--- config.mk ---
export PLATFORM = sky130hd
export DESIGN_NAME = bmpa_front
export DESIGN_NICKNAME = d
export VERILOG_FILES = /design/src/sv/bmpa_pkg.sv /design/src/sv/bmpa_front.sv
export SDC_FILE = /design/constraint.sdc
export NUM_CORES = 1
export LEC_CHECK = 0
export BUFFER_PORTS_ARGS = -buffer_cell sky130_fd_sc_hd__buf_2
export CAP_MARGIN = 15
export CORE_ASPECT_RATIO = 0.9
export CORE_MARGIN = 1.5
export CORE_UTILIZATION = 25
export DETAILED_ROUTE_END_ITERATION = 10
export GPL_TIMING_DRIVEN = 0
export PLACE_DENSITY_LB_ADDON = 0.08
export SLEW_MARGIN = 40
export SYNTH_ARGS = -nofsm -noshare
export SYNTH_HDL_FRONTEND = slang
export SYNTH_SLANG_ARGS = --single-unit
--- constraint.sdc ---
create_clock -name vclk -period 10.9
set_input_delay 1.09 -clock vclk [all_inputs]
set_output_delay 1.09 -clock vclk [all_outputs]
set_load 0.02 [all_outputs]
--- src/sv/bmpa_pkg.sv ---
// ----------------------------------------------------------------------------
// bmpa_pkg
// Shared types, constants and tables for the beam mask power accumulator.
// ----------------------------------------------------------------------------
package bmpa_pkg;

   localparam int MAX_POINTS     = 65536;
   localparam int EXP_TABLE_BITS = 10;
   localparam int EDGE_CAP_INT   = (MAX_POINTS < 131071) ? MAX_POINTS : 131071;
   localparam logic [16:0] EDGE_CAP = 17'(EDGE_CAP_INT);

   localparam int QUEUE_DEPTH = 2;
   localparam int QPTR_W      = (QUEUE_DEPTH > 1) ? $clog2(QUEUE_DEPTH) : 1;
   localparam int QCNT_W      = $clog2(QUEUE_DEPTH + 1);

   localparam int NUM_SUMS  = 8;
   localparam int NUM_STATS = 9;

   localparam logic [17:0] E_MAX   = 18'h3FFFF;
   localparam logic [16:0] ONE_Q16 = 17'h10000;
   localparam logic [62:0] SUM_MAX = {63{1'b1}};

   localparam logic signed [31:0] LOG2_SCALE = 32'sd10885;
   localparam logic signed [31:0] EXP_BIAS   = 32'sd268435456;  // 16 << 24
   localparam logic signed [31:0] EXP_LIMIT  = 32'sd301989888;  // 18 << 24

   // configuration register indexes
   localparam int CSR_INDEX_W = 3;
   localparam logic [CSR_INDEX_W-1:0] CSR_AZ_NOMINAL   = 3'd0;
   localparam logic [CSR_INDEX_W-1:0] CSR_EL_NOMINAL   = 3'd1;
   localparam logic [CSR_INDEX_W-1:0] CSR_SUB_RADIUS   = 3'd2;
   localparam logic [CSR_INDEX_W-1:0] CSR_RED_RADIUS   = 3'd3;
   localparam logic [CSR_INDEX_W-1:0] CSR_STEP_SIZE    = 3'd4;
   localparam logic [CSR_INDEX_W-1:0] CSR_COPOL_PEAK   = 3'd5;

   localparam logic [3:0] STAT_LAST = 4'(NUM_STATS - 1);

   typedef enum logic [1:0] {
      EXP_NORM = 2'd0,
      EXP_ZERO = 2'd1,
      EXP_SAT  = 2'd2
   } exp_cls_type;

   typedef struct packed {
      logic [31:0]               ax;
      logic [31:0]               ay;
      exp_cls_type               cls;
      logic [4:0]                exp_int;
      logic [EXP_TABLE_BITS-1:0] exp_frac;
      logic                      eos;
   } entry_type;

   // rounded Q30 factors 2^(2^-(k+1))
   function automatic logic [30:0] pow2_frac(input logic [3:0] k);
      logic [30:0] v;
      unique case (k)
         4'd0:    v = 31'd1518500250;
         4'd1:    v = 31'd1276901417;
         4'd2:    v = 31'd1170923762;
         4'd3:    v = 31'd1121280438;
         4'd4:    v = 31'd1097253708;
         4'd5:    v = 31'd1085434106;
         4'd6:    v = 31'd1079572136;
         4'd7:    v = 31'd1076653033;
         4'd8:    v = 31'd1075196443;
         4'd9:    v = 31'd1074468888;
         4'd10:   v = 31'd1074105294;
         4'd11:   v = 31'd1073923544;
         4'd12:   v = 31'd1073832680;
         4'd13:   v = 31'd1073787251;
         default: v = 31'd1073741824;
      endcase
      return v;
   endfunction

endpackage

--- src/sv/bmpa_front.sv ---
// ----------------------------------------------------------------------------
// bmpa_front
// Takes request items, forms pointing offsets and classifies the dB exponent.
// ----------------------------------------------------------------------------
module bmpa_front (
   input  logic                signed [31:0] req_x_angle,
   input  logic                signed [31:0] req_y_angle,
   input  logic                signed [15:0] req_amp_db,
   input  logic                              req_end_of_scan,
   input  logic                signed [31:0] az_nominal,
   input  logic                signed [31:0] el_nominal,
   input  logic                signed [15:0] copol_peak_amp,
   output bmpa_pkg::entry_type               entry
);
   import bmpa_pkg::*;

   logic signed [32:0] dx;
   logic signed [32:0] dy;
   logic        [32:0] ax;
   logic        [32:0] ay;
   logic signed [16:0] d;
   logic signed [31:0] u;

   always_comb begin
      dx = 33'(req_x_angle) - 33'(az_nominal);
      dy = 33'(req_y_angle) - 33'(el_nominal);
      ax = dx[32] ? 33'(-dx) : 33'(dx);
      ay = dy[32] ? 33'(-dy) : 33'(dy);
      d  = 17'(req_amp_db) - 17'(copol_peak_amp);
      u  = 32'(d) * LOG2_SCALE + EXP_BIAS;

      entry.ax       = ax[31:0];
      entry.ay       = ay[31:0];
      entry.exp_int  = u[28:24];
      entry.exp_frac = u[23:24-EXP_TABLE_BITS];
      entry.eos      = req_end_of_scan;
      if (u >= EXP_LIMIT) begin
         entry.cls = EXP_SAT;
      end else if (u < 0) begin
         entry.cls = EXP_ZERO;
      end else begin
         entry.cls = EXP_NORM;
      end
   end

endmodule

; ---- Word-level counts from Yosys, hierarchy flattened
; Index checks and enable logic that the tools add are counted.
[word_totals]
regBits = 0
latchBits = 0
ramBits = 0
romBits = 0
inputBits = 161
output_inout_bits = 82
n_memories = 0
[op_classes]
n_addsub = 6
n_mul = 1
div_mod_pow = 0
order_cmp = 2
eq_ne = 0
n_shift = 0
n_mux = 4
bitwise_logic = 0
reduce_logical = 0
[op_table]
columns = cell, count
row1 = $sub A32 B32 Y33, 2
row2 = $mux W32, 2
row3 = $neg A32 Y32, 2
row4 = $add A32 B30 Y32 const B, 1
row5 = $ge A32 B30 Y1 const B, 1
row6 = $lt A32 B1 Y1 const B, 1
row7 = $mul A17 B15 Y32 const B, 1
row8 = $sub A16 B16 Y17, 1
row9 = $mux W2, 1
row10 = $mux W1, 1

; ---- Depth between registers and ports, before layout
[logic_depth]
depth_word = 6
ltp_mapped = 31
depth_no_buf = 31

; ---- Worst setup path before layout
; Ideal clock, no wire load.
[synth_path]
path_kind = input -> output
start = in req_amp_db[0]
end = out entry[17] in the netlist's numbering
arrival_ns = 8.426
slack_ns = 1.384
cell_stages = 27
path_buffers = 0
cell_sequence = inv_1 -> ha_1 -> fa_1 -> nor2b_1 -> o21ai_0 -> a21boi_0 -> o41a_1 -> nand4_1 -> a31oi_1 -> nand4_1 -> a41oi_1 -> inv_1 -> ha_1 -> fa_1 -> fa_1 -> fa_1 -> ha_1 -> ha_1 -> inv_1 -> o21bai_1 -> a21o_1 -> a2111oi_0 -> o31ai_1 -> a31oi_1 -> o21ai_0 -> xnor2_1 -> a31oi_1
[synth_lines]
columns = element, line_no
row1 = from (decl), bmpa_front.sv:8  ; input logic signed [15:0] req_amp_db,
row2 = to (decl), bmpa_front.sv:13  ; output bmpa_pkg::entry_type entry

==> reports/results.tsv <==
metric	value	unit
status	complete, no violations	
max frequency	97.2	MHz
share of cells above drive strength 1	19.1	%
post-route ant nets	0	
# IOs	243	
period utilisation layout	94.4	%
slowest CP cell	or4_1	
via count	10013	
first-pass GRT wire length	51800	µm
Tmin final	10290	ps
hold_ws	2400	ps
total track usage	14.9	%
Slew HR	46.3	%
Routed WL	32300	µm
sequential cell area fraction in the yosys report	0	%
1st-pass router iterations	4	
Die H	194	µm
non-filler cells, final	2102	
vias in the first global route	9735	
setup TNS	0	ps
WP data required	9810	ps
most frequent cells in the layout	buf_2 (253), ha_1 (197), inv_1 (190)	
drt drc	0	
Storage cell area	0	µm²
initial antenna violation count	11	
GP Congestion	0.889	
largest net degree at the start of global routing	16	
crit path buf inv count	3	
most frequent CP cell	ha_1	
placed cells	2095	
Synth Area per Inst	7.67	µm²
CP Data Arrival Time	9200	ps
vias per inst	4.76	
Startpoint Class	input pin	
Final Net Count	1994	
Initial Utilization	25.5	%
Hold Vio Cnt, Final	0	
Slowest Stage Delay on Critical Path	600	ps
Syn Nets	1745	
area growth from synthesis to layout	19.2	%
top cells by area, synth	ha_1 (24%), fa_1 (13%), xnor2_1 (8.6%)	
Chip Width	215	µm
DR WL/cell	15.4	µm
delay-heaviest family, CP	compound AO/OA/AOI/OAI gates	
Ys Warns	0	
count of cell types in the netlist	91	
FFs & Latches	0	
Cells after Synth	1321	
I/O Buffers	242	
RSZ-0062 raised after global routing	no	
top cell type's share of synthesized area	24.3	%
num rows	69	
hold crit path type	input pin to primary output	
Fill cells	4412	
WS Path Type	input pin to primary output	
initial drt markers	520	
crit-path max FO	4	
synthesized area	10100	µm²
final core occ	30.4	%
Floorplan Core Area	39700	µm²
count of final max-slew check failures	0	
Detail Placement HPWL	29000	µm
overflow left after global routing	0	
maximum capacitance violations	0	
Worst Max-Slew Pin Slew	785	ps
CP Capture Type	primary output	
Hold-fix buffers, CTS	0	
# setup viols final	0	
area of the die	41700	µm²
area leader, netlist	ha_1	
# clk buffers	0	
most common cell after layout, fill and taps aside	buf_2	
timing repair:
item,in CTS,in global routing
gates resized for setup,0,1
setup buffers,0,5
setup endpoints to repair,0,2
worst paths after layout:
kind / startpoint / endpoint / slack (ps) / cells past startpoint
worst max-delay path: copol_peak_amp[1] / entry[17] / 610 / 30
worst min-delay path: req_end_of_scan / entry[0] / 2400 / 2
synthesized netlist by cell type, types with 7 or more instances:
cell / n
and2_1: 12
a21boi_0: 7
nor3_1: 24
and3_1: 17
or3_1: 15
a21oi_1: 98
fa_1: 66
o21bai_1: 7
xnor2_1: 100
buf_2: 11
o31ai_1: 16
nand4_1: 19
a21o_1: 41
nor3b_1: 7
nor2_1: 67
xor2_1: 43
clkbuf_1: 14
nand2b_1: 14
o21ai_0: 71
a31oi_1: 16
nor2b_1: 17
nand2_1: 82
ha_1: 197
inv_1: 191
nand3_1: 24
nor4_1: 9
o21a_1: 12
o211ai_1: 7
cell type report:
cell class / count / area [µm²] / area share (%)
tap: 532 / 666 / 5.51
multi-input combinational: 1103 / 9320 / 77.2
timing repair buffer: 247 / 1250 / 10.3
buffer: 27 / 119 / 0.984
antenna: 2 / 5.00 / 0.0414
inverter: 191 / 721 / 5.97
per-layer routing:
metal / vias up / track usage, % / part of all wire [%]
met1: 4614 / 22.4 / 50
met3: 32 / 1.69 / 4.4
met2: 207 / 23.7 / 44
li1: 5144 / - / -
met4: 16 / 0.881 / 0.73
met5: - / 0 / 0.32
through the flow:
| stage | area [µm²] | worst slack, ps |
|---|---|---|
| after CTS | 12000 | 179 |
| after floorplan | 10100 | 1380 |
| after global routing | 12100 | 32.7 |
| after detailed placement | 12000 | 214 |
| final | 12100 | 608 |
| after global placement | 12000 | -558 |
cells by family after synthesis:
group | Yosys count | synth area share [%]
AOI/OAI and AO/OA | 354 | 23.7
muxes | 3 | 0.309
and+or+nand+nor | 339 | 17.8
xor gates and xnor gates | 144 | 12.5
adders and majority gates | 263 | 37.4
buffers and inverters | 218 | 8.25
Power is not shown: default switching activity piles up to over one toggle a cycle in this logic, so the estimate is an artifact.
