`config.mk`:
```
export PLATFORM = sky130hd
export DESIGN_NAME = bmpa_queue
export DESIGN_NICKNAME = d
export VERILOG_FILES = /design/src/sv/bmpa_pkg.sv /design/src/sv/bmpa_queue.sv
export SDC_FILE = /design/constraint.sdc
export NUM_CORES = 1
export LEC_CHECK = 0
export BUFFER_PORTS_ARGS = -buffer_cell sky130_fd_sc_hd__buf_4
export CORE_UTILIZATION = 52
export CTS_CLUSTER_SIZE = 10
export DETAILED_ROUTE_END_ITERATION = 8
export PLACE_DENSITY = 0.82
export SETUP_SLACK_MARGIN = 0.02
export SYNTH_ARGS = -nofsm -noshare
export SYNTH_HDL_FRONTEND = slang
export SYNTH_SLANG_ARGS = --single-unit
```
`constraint.sdc`:
```
create_clock -name clock -period 6.3 [get_ports clock]
set_input_delay 1.26 -clock clock [delete_from_list [all_inputs] [get_ports clock]]
set_output_delay 1.26 -clock clock [all_outputs]
set_load 0.01 [all_outputs]
```
`src/sv/bmpa_pkg.sv`:
```
// ----------------------------------------------------------------------------
// bmpa_pkg
// Shared types, constants and tables for the beam mask power accumulator.
// ----------------------------------------------------------------------------
package bmpa_pkg;

   localparam int MAX_POINTS     = 65536;
   localparam int EXP_TABLE_BITS = 10;
   localparam int EDGE_CAP_INT   = (MAX_POINTS < 131071) ? MAX_POINTS : 131071;
   localparam logic [16:0] EDGE_CAP = 17'(EDGE_CAP_INT);

   localparam int QUEUE_DEPTH = 2;
   localparam int QPTR_W      = (QUEUE_DEPTH > 1) ? $clog2(QUEUE_DEPTH) : 1;
   localparam int QCNT_W      = $clog2(QUEUE_DEPTH + 1);

   localparam int NUM_SUMS  = 8;
   localparam int NUM_STATS = 9;

   localparam logic [17:0] E_MAX   = 18'h3FFFF;
   localparam logic [16:0] ONE_Q16 = 17'h10000;
   localparam logic [62:0] SUM_MAX = {63{1'b1}};

   localparam logic signed [31:0] LOG2_SCALE = 32'sd10885;
   localparam logic signed [31:0] EXP_BIAS   = 32'sd268435456;  // 16 << 24
   localparam logic signed [31:0] EXP_LIMIT  = 32'sd301989888;  // 18 << 24

   // configuration register indexes
   localparam int CSR_INDEX_W = 3;
   localparam logic [CSR_INDEX_W-1:0] CSR_AZ_NOMINAL   = 3'd0;
   localparam logic [CSR_INDEX_W-1:0] CSR_EL_NOMINAL   = 3'd1;
   localparam logic [CSR_INDEX_W-1:0] CSR_SUB_RADIUS   = 3'd2;
   localparam logic [CSR_INDEX_W-1:0] CSR_RED_RADIUS   = 3'd3;
   localparam logic [CSR_INDEX_W-1:0] CSR_STEP_SIZE    = 3'd4;
   localparam logic [CSR_INDEX_W-1:0] CSR_COPOL_PEAK   = 3'd5;

   localparam logic [3:0] STAT_LAST = 4'(NUM_STATS - 1);

   typedef enum logic [1:0] {
      EXP_NORM = 2'd0,
      EXP_ZERO = 2'd1,
      EXP_SAT  = 2'd2
   } exp_cls_type;

   typedef struct packed {
      logic [31:0]               ax;
      logic [31:0]               ay;
      exp_cls_type               cls;
      logic [4:0]                exp_int;
      logic [EXP_TABLE_BITS-1:0] exp_frac;
      logic                      eos;
   } entry_type;

   // rounded Q30 factors 2^(2^-(k+1))
   function automatic logic [30:0] pow2_frac(input logic [3:0] k);
      logic [30:0] v;
      unique case (k)
         4'd0:    v = 31'd1518500250;
         4'd1:    v = 31'd1276901417;
         4'd2:    v = 31'd1170923762;
         4'd3:    v = 31'd1121280438;
         4'd4:    v = 31'd1097253708;
         4'd5:    v = 31'd1085434106;
         4'd6:    v = 31'd1079572136;
         4'd7:    v = 31'd1076653033;
         4'd8:    v = 31'd1075196443;
         4'd9:    v = 31'd1074468888;
         4'd10:   v = 31'd1074105294;
         4'd11:   v = 31'd1073923544;
         4'd12:   v = 31'd1073832680;
         4'd13:   v = 31'd1073787251;
         default: v = 31'd1073741824;
      endcase
      return v;
   endfunction

endpackage

```
`src/sv/bmpa_queue.sv`:
```
// ----------------------------------------------------------------------------
// bmpa_queue
// Short queue between the front and the back.
// ----------------------------------------------------------------------------
module bmpa_queue (
   input  logic                clock,
   input  logic                reset,
   input  logic                push,
   input  bmpa_pkg::entry_type wr_entry,
   input  logic                pop,
   output bmpa_pkg::entry_type rd_entry,
   output logic                not_empty,
   output logic                full
);
   import bmpa_pkg::*;

   entry_type           slot_ff [QUEUE_DEPTH];
   logic [QPTR_W-1:0]   wr_ptr_ff;
   logic [QPTR_W-1:0]   wr_ptr_in;
   logic [QPTR_W-1:0]   rd_ptr_ff;
   logic [QPTR_W-1:0]   rd_ptr_in;
   logic [QCNT_W-1:0]   count_ff;
   logic [QCNT_W-1:0]   count_in;

   localparam logic [QPTR_W-1:0] PTR_LAST = QPTR_W'(QUEUE_DEPTH - 1);

   assign rd_entry  = slot_ff[rd_ptr_ff];
   assign not_empty = (count_ff != '0);
   assign full      = (count_ff == QCNT_W'(QUEUE_DEPTH));

   always_comb begin
      wr_ptr_in = wr_ptr_ff;
      rd_ptr_in = rd_ptr_ff;
      count_in  = count_ff;
      if (push) begin
         wr_ptr_in = (wr_ptr_ff == PTR_LAST) ? '0 : wr_ptr_ff + 1'b1;
      end
      if (pop) begin
         rd_ptr_in = (rd_ptr_ff == PTR_LAST) ? '0 : rd_ptr_ff + 1'b1;
      end
      if (push && !pop) begin
         count_in = count_ff + 1'b1;
      end else if (pop && !push) begin
         count_in = count_ff - 1'b1;
      end
   end

   always_ff @(posedge clock) begin
      if (push) begin
         slot_ff[wr_ptr_ff] <= wr_entry;
      end
   end

   always_ff @(posedge clock) begin
      if (reset) begin
         wr_ptr_ff <= '0;
         rd_ptr_ff <= '0;
         count_ff  <= '0;
      end else begin
         wr_ptr_ff <= wr_ptr_in;
         rd_ptr_ff <= rd_ptr_in;
         count_ff  <= count_in;
      end
   end

endmodule

```
==> Yosys cells after proc, flatten, opt, wreduce, memory -nomap -nowiden <==
Memory sizes are Yosys's and may differ from the RTL's. A register that Yosys moved wholly into a read port is not among the register bits.
Index checks and enable logic that the tools add are counted.
{ "word_totals": {"elab_cells": 23, "inputBits": 86, "register_bits": 4, "mem_count": 1, "ram_bits": 164} }
{ "memory_table": {"columns": ["memory", "depth", "width", "read_ports", "rd_clocked_by_memory_dff", "wr", "line", "source"], "rows": [
  ["slot_ff", 2, 82, 1, 1, 1, "bmpa_queue.sv:17", "entry_type slot_ff [QUEUE_DEPTH];"]
]} }
{ "classes": {"eq_ne": 1, "mux": 8, "reduce_logical": 6, "addsub": 4} }
{ "op_table": {"columns": ["cell", "count"], "rows": [
  ["two-way mux 1 bit", 6],
  ["two-way mux 2 bit", 2],
  ["nonzero test 2 bit", 2],
  ["adder 1 bit, second input constant", 2],
  ["adder 2 x 1 -> 2 bit, second input constant", 1],
  ["== test 2 bit, second input constant", 1],
  ["logical AND 1 bit", 2],
  ["zero test 1 bit", 2],
  ["subtractor 2 x 1 -> 2 bit, second input constant", 1]
]} }

==> Longest topological paths before layout <==
{ "depth": {"ltp_word": 4, "ltp_mapped": 5, "mapped_depth_nobuf": 5} }

==> Least setup slack after synthesis <==
Ideal clock, no wire load.
{ "synth_path": {"kind": "input port to flip-flop", "start": "in push", "end": "mem slot_ff[0][0] in the netlist's numbering (enable)", "required_time_ps": 5767, "setup_slack_ps": 924, "stages": 1, "path_buffers": 0, "arrival_time_ps": 4843, "cell_sequence": "nor2b_1"} }
{ "synth_between": {"elab_chain_len": 2} }
{ "synth_rtl": {"columns": ["element", "line", "source"], "rows": [
  ["start: declaration", "bmpa_queue.sv:8", "input logic push,"],
  ["two-way mux 1 bit", "bmpa_queue.sv:49", "if (push) begin"],
  ["two-way mux 1 bit (implied by the code)", "bmpa_queue.sv:50", "slot_ff[wr_ptr_ff] <= wr_entry;"],
  ["end: declaration", "bmpa_queue.sv:17", null]
]} }
Every way passes these cells.

==> results.toml <==
[outcome]
status = "complete, no violations"

[layout]
finish.cell_count_without_fillers = 613
mostFrequentLayoutCell = "buf_4"
insertedDiodeCount = 0
layout_cells_sized_above_1_pct = 60.6
mostFrequentLayoutCells = "170 x buf_4, 164 x edfxtp_1, 82 x mux2_2"
area.growth.synth_to_final_pct = 32.4
finish.net_count = 544

[global_routing]
wire_length_of_the_first_global_routing_pass_um = 16400
antenna_found_initial = 0
grt_remaining_overflow = 0
grt_usage_pct = 17.9
grt_max_degree = 83
vias_in_the_first_global_route = 3251

[cts]
post_cts_hold_buffer_count = 0
clk-insertion-delay-late_ns = 0.41
clock_tree.root_cell = "clkbuf_16"
deepest_clock_path_buffer_count = 2
cts-htree-levels = 4
post-cts-setup-buffers = 0
cts_inserted_buffers = 17
clock_sink_count = 169
tritoncts = "built"
post_cts.resized_instances = 0
clk_pin_slew_ns = 0.06

[routing]
detailedRoute.firstPassIterationCount = 7
avgViaCountPerCell = 5.07
drt-wirelength-per-cell_um = 17.4
antenna_violating_nets_post_route = 0
detailroute.via_count = 3107
wirelength_um = 10700
drc = 0
drtIter0Drc = 163

[place]
globalplace.congestion = 0.697
dp_slack_ns = 2.92
dp_hpwl_um = 6620
port_buffers = 169
placedCellCount = 581

[flow_run]
maxCapViolCount = 0

[sta]
setup_total_negative_slack_ns = 0
worst_clock_skew_ns = 0.00635
min_period_ns = 3.35
period_share_pct = 53.2
finalSetupViolations = 0
timing.fmax_mhz = 298
report.final.slew_viol_count = 0
finalHoldViolCount = 0
postLayoutSetupSlackWorst_ns = 2.95
worst_tran_pin_value_ns = 1.13
unrepaired_setup_endpoints_after_global_routing = "no"
worst_slew_margin_rel_pct = 24.7

[critical_path]
worstPathMaxFanout = 82
critPathCaptureType = "primary output"
critPathRequiredTime_ns = 5.04
timing.setup.critical_path_class = "register to primary output"
cp_cell_sequence = "mux2_2, buf_4"
cp_slowest_stage_delay_ns = 1.06
crit_path_top_delay_cell = "dfxtp_4"
startpoint_type = "register"
worstPathBufferInverterCount = 1
timing.critical_path.max_delay_family = "flip-flops"
worst_ep_arrival_time_ns = 2.09

[yosys]
synth_cells = 277
netlist.top_cell.by_area = "edfxtp_1"
postSynthRegisterBits = 169
synth.area.mux_share_pct = 15.0
xor_xnor_share_of_the_synthesized_area_pct = 0.569
top_post_synthesis_cells_by_area = "edfxtp_1 80%, mux2_2 15%, dfxtp_1 1.6%"
postSynthAreaPerCell_um2 = 22.2
synth.cell_area_um2 = 6160
yosysUniqueCellTypes = 17
yosysWarningCount = 0
share_of_synthesized_area_occupied_by_flip_flops_and_latches_pct = 81.6
synth_top_family_by_area = "multiplexers"
postSynthNetCount = 364
yosys.area_share.simple_pct = 0.793
synth_adder_area_share_pct = 0.203
compound_gate_portion_of_the_synthesized_area_pct = 0.163
yosys.area.top_type_share_pct = 80.0

[floorplan]
io-pin-count = 170
floorplan.initialDensity_pct = 53.7
floorplan.die_area_um2 = 12300
chipHeight_um = 111
core_area_um2 = 11500
die_w_um = 111
placement_rows = 39

[power_and_ir_drop]
power.density_cell_area_nw_per_um2 = 334
ir_worst_vdd_v = 0.000218
static-leakage-power_nw = 3.07

[worst_hold_path]
hold_class = "register to register"
worst register-to-register path, delay by kind of cell (launching register included):
kind,cells,cell delay [ns]
and+or+nand+nor,1,0.89
DFF,1,0.37
buffers and inverters,1,0.67
metal layers:
metal / track usage [%] / wire length, um / share of wire (%) / vias up
met5: 0 / 0 / 0 / -
met4: 8.98 / 236 / 2.2 / 0
met3: 6.40 / 685 / 6.4 / 19
met2: 27.7 / 5240 / 49 / 116
met1: 22.4 / 4500 / 42 / 1515
li1: - / - / - / 1457
final cells by class:
cell class | instances | area, um^2
multi-input cells | 98 | 1040
inverters | 1 | 3.75
clock inverters | 8 | 143
flip-flops and latches | 169 | 5030
fillers | 686 | 3320
clock buffers | 24 | 482
repair buffers | 170 | 1280
well taps | 143 | 179
synth_stat cells (all sizes together):
| library cell | n |
|---|---|
| a21oi | 1 |
| and2 | 1 |
| and2b | 1 |
| buf | 9 |
| dfxtp | 5 |
| edfxtp | 164 |
| ha | 1 |
| inv | 1 |
| mux2 | 82 |
| nor2 | 4 |
| nor2b | 1 |
| o21ai | 1 |
| or2 | 1 |
| or3 | 1 |
| xnor2 | 2 |
| xor2 | 2 |
flip-flops by register name, indices dropped and copies added, names as in the netlist, named ones only:
register and flops:
count_ff 2, wr_ptr_ff 1, rd_ptr_ff 1, slot_ff 164
final timing paths:
| kind | start | end | slack [ns] | depth (start not counted) |
|---|---|---|---|---|
| worst min-delay path | count_ff[1] | count_ff[1] | 0.50 | 2 |
| worst min register to register | count_ff[1] | count_ff[1] | 0.50 | 2 |
| worst max-delay path | register | rd_entry[74] | 2.95 | 2 |
| worst max register to register | wr_ptr_ff | slot_ff[0][35] | 3.98 | 2 |
kinds of logic (layout without fill, tap and decap cells):
family | after synthesis | in the layout
muxes | 82 | 82
adders and majority gates | 1 | 1
AOI/OAI and AO/OA | 2 | 2
DFF | 169 | 169
xor gates and xnor gates | 4 | 4
and+or+nand+nor | 9 | 9
buffers and inverters | 10 | 203
power by group:
group | switching, mW | internal (mW)
registers | 0.0363 | 1.31
clock network | 0.390 | 0.694
logic | 0.124 | 0.169
per-stage QoR:
| stage | util, % | hold slack, ns | area, um^2 | total power, mW |
|---|---|---|---|---|
| finish | 71.1 | 0.504 | 8150 | 2.73 |
| detailed placement | 65.6 | 0.486 | 7530 | 1.67 |
| global placement | 65.6 | 0.473 | 7530 | 1.66 |
| floorplan | - | 0.456 | 6160 | 1.51 |
| global route | 71.1 | 0.524 | 8150 | 2.81 |
| CTS | 71.1 | 0.496 | 8150 | 2.74 |
Power figures use the tool's default switching activity.
